### src/hw/rtl/sse_pkg.sv
// shared types, codes and constants of the sorted set engine
`default_nettype none

package sse_pkg;

    // fixed field widths
    localparam int VALUE_W  = 32;
    localparam int FUNC_W   = 3;
    localparam int STATUS_W = 3;
    localparam int COUNT_W  = 7;

    // default store capacity
    localparam int CAPACITY_DEF = 64;

    // function codes
    localparam logic [FUNC_W-1:0] FUNC_CLEAR  = 3'd0;
    localparam logic [FUNC_W-1:0] FUNC_LOOKUP = 3'd1;
    localparam logic [FUNC_W-1:0] FUNC_INSERT = 3'd2;
    localparam logic [FUNC_W-1:0] FUNC_DEL    = 3'd3;
    localparam logic [FUNC_W-1:0] FUNC_DEL_RANGE = 3'd4;

    // status codes
    localparam logic [STATUS_W-1:0] STATUS_OK        = 3'd0;
    localparam logic [STATUS_W-1:0] STATUS_FULL      = 3'd1;
    localparam logic [STATUS_W-1:0] STATUS_DUPLICATE = 3'd2;
    localparam logic [STATUS_W-1:0] STATUS_ABSENT    = 3'd3;
    localparam logic [STATUS_W-1:0] STATUS_BAD_RANGE = 3'd4;

    // what every cell does at each clock edge
    typedef enum logic [1:0] {
        CELL_HOLD,
        CELL_INSERT,
        CELL_SHIFT_LEFT
    } cell_op_t;

    // compare results of one cell against the current key
    typedef struct packed {
        logic lt;   // stored value below the low key
        logic eq;   // stored value equal to the low key
        logic hit;  // stored value inside the key range
    } sse_flags_t;

    // controller states
    typedef enum logic [1:0] {
        ST_IDLE,
        ST_EXEC,
        ST_RANGE
    } sse_state_t;

endpackage

`default_nettype wire

### src/hw/rtl/sse_cell.sv
// one storage cell of the sorted chain: holds a value and compares it to the key
`default_nettype none

module sse_cell
    import sse_pkg::*;
(
    input  wire                              clk,
    input  wire cell_op_t                    op,
    input  wire logic                        valid,
    input  wire logic signed [VALUE_W-1:0]   key_low,
    input  wire logic signed [VALUE_W-1:0]   key_high,
    input  wire logic                        left_lt,
    input  wire logic signed [VALUE_W-1:0]   left_data,
    input  wire logic signed [VALUE_W-1:0]   right_data,
    output logic signed [VALUE_W-1:0]        data,
    output sse_flags_t                       flags
);

    logic signed [VALUE_W-1:0] data_reg;
    logic signed [VALUE_W-1:0] data_next;

    // compares against the broadcast key
    always_comb
    begin
        flags.lt  = valid && (data_reg < key_low);
        flags.eq  = valid && (data_reg == key_low);
        flags.hit = valid && !(data_reg < key_low) && !(data_reg > key_high);
    end

    // insert opens a gap at the first cell not below the key, shift closes one
    always_comb
    begin
        data_next = data_reg;
        unique case (op)
            CELL_HOLD:
            begin
                data_next = data_reg;
            end
            CELL_INSERT:
            begin
                if (!flags.lt)
                begin
                    data_next = left_lt ? key_low : left_data;
                end
            end
            CELL_SHIFT_LEFT:
            begin
                if (!flags.lt)
                begin
                    data_next = right_data;
                end
            end
            default:
            begin
                data_next = data_reg;
            end
        endcase
    end

    always_ff @(posedge clk)
    begin
        data_reg <= data_next;
    end

    assign data = data_reg;

endmodule

`default_nettype wire

### config.mk
export PLATFORM = sky130hd
export DESIGN_NAME = sse_cell
export DESIGN_NICKNAME = d
export VERILOG_FILES = /design/src/hw/rtl/sse_pkg.sv /design/src/hw/rtl/sse_cell.sv
export SDC_FILE = /design/constraint.sdc
export NUM_CORES = 1
export LEC_CHECK = 0
export BUFFER_PORTS_ARGS = -buffer_cell sky130_fd_sc_hd__buf_2
export CORE_MARGIN = 2
export CORE_UTILIZATION = 47
export CTS_CLUSTER_SIZE = 16
export DETAILED_ROUTE_END_ITERATION = 16
export MAX_ROUTING_LAYER = met4
export PLACE_DENSITY = 0.82
export SETUP_SLACK_MARGIN = 0.2
export SYNTH_ARGS = -nofsm -noshare
export SYNTH_HDL_FRONTEND = slang
export SYNTH_SLANG_ARGS = --single-unit
### constraint.sdc
create_clock -name clk -period 5.3 [get_ports clk]
set_clock_uncertainty 0.05 [all_clocks]
set_input_delay 1.06 -clock clk [delete_from_list [all_inputs] [get_ports clk]]
set_output_delay 1.06 -clock clk [all_outputs]
set_load 0.02 [all_outputs]
; Yosys cells after proc, flatten, opt, wreduce, memory -nomap -nowiden
; Cells that the tools add are included.
[classes]
order_cmp = 2
n_eq_ne = 5
muxes = 4
n_reduce_logical = 8
[op_table]
columns = cell, count
row1 = 2-to-1 mux 32 bit, 3
row2 = case mux 32 bit (2 select lines), 1
row3 = equality test 32 bit, 1
row4 = greater-than comparator 32 bit, 1
row5 = < comparator 32 bit, 1
row6 = logical AND 1 bit, 4
row7 = inequality test 2 bit (second input constant), 2
row8 = AND reduction 3 bit, 1
row9 = equality test 2 x 1 -> 1 bit (second input constant), 1
row10 = equality test 2 bit (second input constant), 1
row11 = logical NOT 1 bit, 2
row12 = nonzero test 2 bit, 1
[totals]
reg_bits = 32
input_bits = 133
out_inout_bits = 35
word_cells = 20

; Longest topological paths before layout
[depth]
ltp_word = 4
ltp_mapped = 9
mapped_depth_nobuf = 9

; Worst setup path before layout
; No wires, ideal clock.
[synth_path]
kind = input-to-reg
start = input port key_low[14]
end = register data_reg[0] (netlist: data[0]) (enable)
setup_time_ns = 0.432
arrival_time_ns = 4.106
setup_slack_ns = 0.712
cell_stages = 9
n_path_buf = 0
cell_sequence = inv_1 > ha_1 > nand4_2 > nor3_2 > a21boi_1 > or4b_1 > a21oi_2 > xnor2_1 > a21oi_1
[synth_between]
elab_chain_len = 4
elab_cells_between_ends = 5
cone_classes = order compare: 1 / eq/ne: 2 / reduce/logical: 2
[synth_lines]
columns = element, line_no
row1 = start: declaration, sse_cell.sv:10  ; input wire logic signed [VALUE_W-1:0] key_low,
row2 = < comparator 32 bit (*), sse_cell.sv:25  ; flags.lt = valid && (data_reg < key_low);
row3 = logical AND 1 bit (*), sse_cell.sv:25
row4 = inequality test 2 bit (no line), n/a
row5 = AND reduction 3 bit (no line) (*), n/a
row6 = end signal: assignment, sse_cell.sv:62  ; data_reg <= data_next;
row7 = end: declaration, sse_cell.sv:19  ; logic signed [VALUE_W-1:0] data_reg;
; Every way passes the cells marked *; elsewhere a longest branch is shown, timed or not.
; A chain may end at the register's enable or synchronous reset.

==> flow_results.org <==
** Synthesis
- Yosys warning count :: 0
- Of the synthesized area, sequential elements account for 29.2%.
- In the synthesized netlist, the number of instances is 367.
- In this run the cell area of the synthesized design comes to 3300 µm².
- Synthesis instantiated 39 different standard cells from the library.
- Synthesis inferred 32 register bits.
- Syn avg cell area :: 8.98 µm²
- Counting every net in the synthesized netlist gives 564.

** Final layout
- Highest-count cells in the layout ignoring fill and taps :: buf_2, inv_1, ha_1
- The sequential cells in the finished layout cover a total of 961 µm².
- Summing all multi-input logic gate instances after layout gives 2070 µm².
- The number of antenna diodes in the final layout is 0.
- The final layout contains 728 nets.
- The register with the most flip-flops in the layout has 32 of them.
- Leaving out fill and tap cells, the most frequent cell in the layout is buf_2.
- Area Growth Syn to Fin :: 31.7%
- Total of fill cells in the finished design :: 606
- Final instance count without filler cells :: 628
- Fraction of final layout cells sized beyond drive strength 1 :: 34.2%
- Summing all non-filler instances in the final layout gives an area of 4340 µm².

** Floorplan
- Width of the die :: 87.7 µm
- Core ar. :: 6790 µm²
- The initial utilization of the core area, before any placement, comes to 48.5%.
- Number of cell rows :: 30
- Measured along the y axis, the die boundary spans 87.7 µm.
- The die covers 7700 µm².
- In this run the count of I/O pins placed on the die edge is 168.

** Timing
- Actual transition at the worst max-transition pin :: 1.14 ns
- The number of pins with negative max-slew slack in the final report came to 0.
- In the final timing run, aggregate negative setup slack is 0 ns.
- Final worst path period need :: 4.31 ns
- For this run, the top clock speed supported by timing is 232 MHz.
- Total setup violations reported at the end of the flow :: 0
- Endpoints failing hold :: 0
- Across all setup checks in the final design, the least slack found is 0.994 ns.
- Relative slew margins :: 24.0%
- Portion of the clock cycle consumed by the worst path in the final layout :: 81.2%
- Setup repair after global routing left no endpoint under its margin.

** GRT
- The via count of the first global-routing pass is 3,279.
- GR Overflow Total :: 0
- Largest net degree at the start of global routing :: 65
- The number of antenna violations at the first check in global routing came to 0.
- GR Util All Layers :: 24.1%
- Global-route wire length before repair :: 14.2 mm

** Setup path
- Of all nets on the critical path, the largest fanout is 3.
- Critical path data required time :: 4.19 ns
- The worst setup path is launched from a primary input.
- Tracing the worst setup path back leads to its startpoint at key_low[14].
- Crit Path Class :: primary input to output pin
- Arrival time reported for the critical path endpoint :: 3.20 ns
- Type of destination of the critical path :: output pin
- Reg-to-Reg Start :: data[1]

** Clocking
- Clock root cell :: clkbuf_8
- Hold repair after CTS inserted 0 buffers.
- Post-CTS repair changed the size of 0 cells.
- Clock transition at the registers of the reported paths :: 0.07 ns
- Clock insertion delay at the later pin of the skew report :: 0.28 ns
- TritonCTS built the clock tree.
- In this run the deepest clock path goes through 2 buffers.
- The clock tree synthesis step divided the H-tree into 2 levels.
- Sink Count :: 32
- Post-CTS setup buffers :: 0
- CTS buffer count :: 5

** Detailed routing
- Number of design-rule violations left by the first detailed-router iteration :: 104
- Dividing the detail-routed wire length by the instance count gives 14.5 µm.
- The first detailed-routing pass took 4 iterations.
- The final route contains 3,225 vias.
- Dividing the detail-routed via count by the number of cells gives 5.14.
- In this run the remaining antenna-violating nets after routing total 0.
- For this block, the routed nets add up to 9.12 mm of wire.
- For this run, design rule violations remaining after detail routing come to 0.

** Power
- Leakage power :: 0.00238 µW
- Power per cell area :: 233 nW/µm²
- Peak supply drop :: 0.121 mV

** Placed design
- GPL Wtd Cong :: 0.816
- Worst setup timing slack at the placement stage :: 0.999 ns
- Dpl hpwl :: 7.57 mm
- Input and output buffers added on the ports amount to 167.
- Including well taps, the total number of placed cells is 620.
- In this run the cell area measured after placement is 4240 µm².

** Min path
- The worst hold path begins at right_data[1].
- Worst hold-check path type :: primary input to flop

** Job
- The tool flagged a number of max-cap violations equal to 0.

** Status
- The run finished with clean final reports.
## path summary, 6_finish.rpt
check | endpoint | slack (ns) | cells past startpoint
worst max register to register | data[16] | 1.99 | 9
worst min-delay path | data[1] | 1.0 | 3
worst max-delay path | flags[2] | 0.99 | 11
worst min register to register | data[2] | 1.20 | 3
## cell usage after synthesis
cell / count / area share, %
ha_1: 64 / 24
inv_1: 64 / 7.3
nand2_1: 42 / 4.8
o21ai_0: 36 / 5.5
edfxtp_1: 32 / 29
mux2i_1: 32 / 9.7
a21oi_1: 21 / 3.2
a21o_1: 8 / 1.8
clkbuf_1: 8 / 0.91
nand4_1: 8 / 1.5
and4_1: 7 / 1.9
nand3_1: 5 / 0.76
nor2_1: 4 / 0.46
a221oi_1: 3 / 0.80
xnor2_1: 3 / 0.80
a211oi_1: 2 / 0.46
a221o_1: 2 / 0.61
and2_0: 2 / 0.38
buf_1: 2 / 0.23
nor2b_1: 2 / 0.38
o211ai_1: 2 / 0.46
a211oi_2: 1 / 0.38
a21boi_0: 1 / 0.23
a21boi_1: 1 / 0.23
a21oi_2: 1 / 0.27
and2_1: 1 / 0.19
and3_1: 1 / 0.19
buf_2: 1 / 0.15
nand2b_1: 1 / 0.19
nand4_2: 1 / 0.38
nor2b_4: 1 / 0.42
nor3_1: 1 / 0.15
nor3_2: 1 / 0.30
o211ai_2: 1 / 0.38
o21a_1: 1 / 0.23
o21ai_1: 1 / 0.15
o2bb2ai_1: 1 / 0.27
o41ai_1: 1 / 0.27
or4b_1: 1 / 0.30
## cells by family (layout without fill, tap and decap cells)
family / count (synthesis) / count (layout) / synth area share [%]
mux: 32 / 32 / 9.72
simple gates: 78 / 78 / 12.3
xor+xnor: 3 / 3 / 0.797
fa+ha+maj: 64 / 64 / 24.3
compound gates: 83 / 83 / 15.2
buf+inv: 75 / 240 / 8.58
flops: 32 / 32 / 29.2
## final cells by class
class | instances | share of cell area, %
clock buffers | 5 | 1.59
clock inverters | 3 | 0.865
inverters | 64 | 5.53
multi-input cells | 260 | 47.7
flip-flops and latches | 32 | 22.1
well taps | 96 | 2.77
repair buffers | 168 | 19.4
## metrics by stage
step | power (µW) | util [%] | hold slack (ns)
floorplan | 617 | - | 1.20
global placement | 757 | 62.3 | 1.17
detailed placement | 778 | 62.3 | 1.19
CTS | 1020 | 63.9 | 0.993
global route | 1080 | 63.9 | 1.01
finish | 1010 | 63.9 | 0.996
## critical path: stages
cell      delay [ns]
buf_2           0.09
inv_1           0.04
ha_1            0.33
nand4_2         0.15
nor3_2          0.07
a21boi_1        0.13
or4b_1          0.57
a21oi_2         0.17
xnor2_1         0.25
and2_1          0.18
buf_2           0.16
## metal layers
metal	GRT usage (%)	vias to the layer above	part of all wire, %
met5	-	-	0
met4	10.2	0	2.8
met3	2.45	24	3.9
met2	42.6	100	50
met1	27.7	1459	43
li1	-	1642	-
## power by group
| part | total [µW] | internal [µW] | switching, µW |
|---|---|---|---|
| combinational | 407 | 176 | 231 |
| sequential | 366 | 331 | 35.1 |
| clock | 239 | 137 | 102 |
| total | 1010 | 643 | 368 |
(Power assumes the default switching activity.)
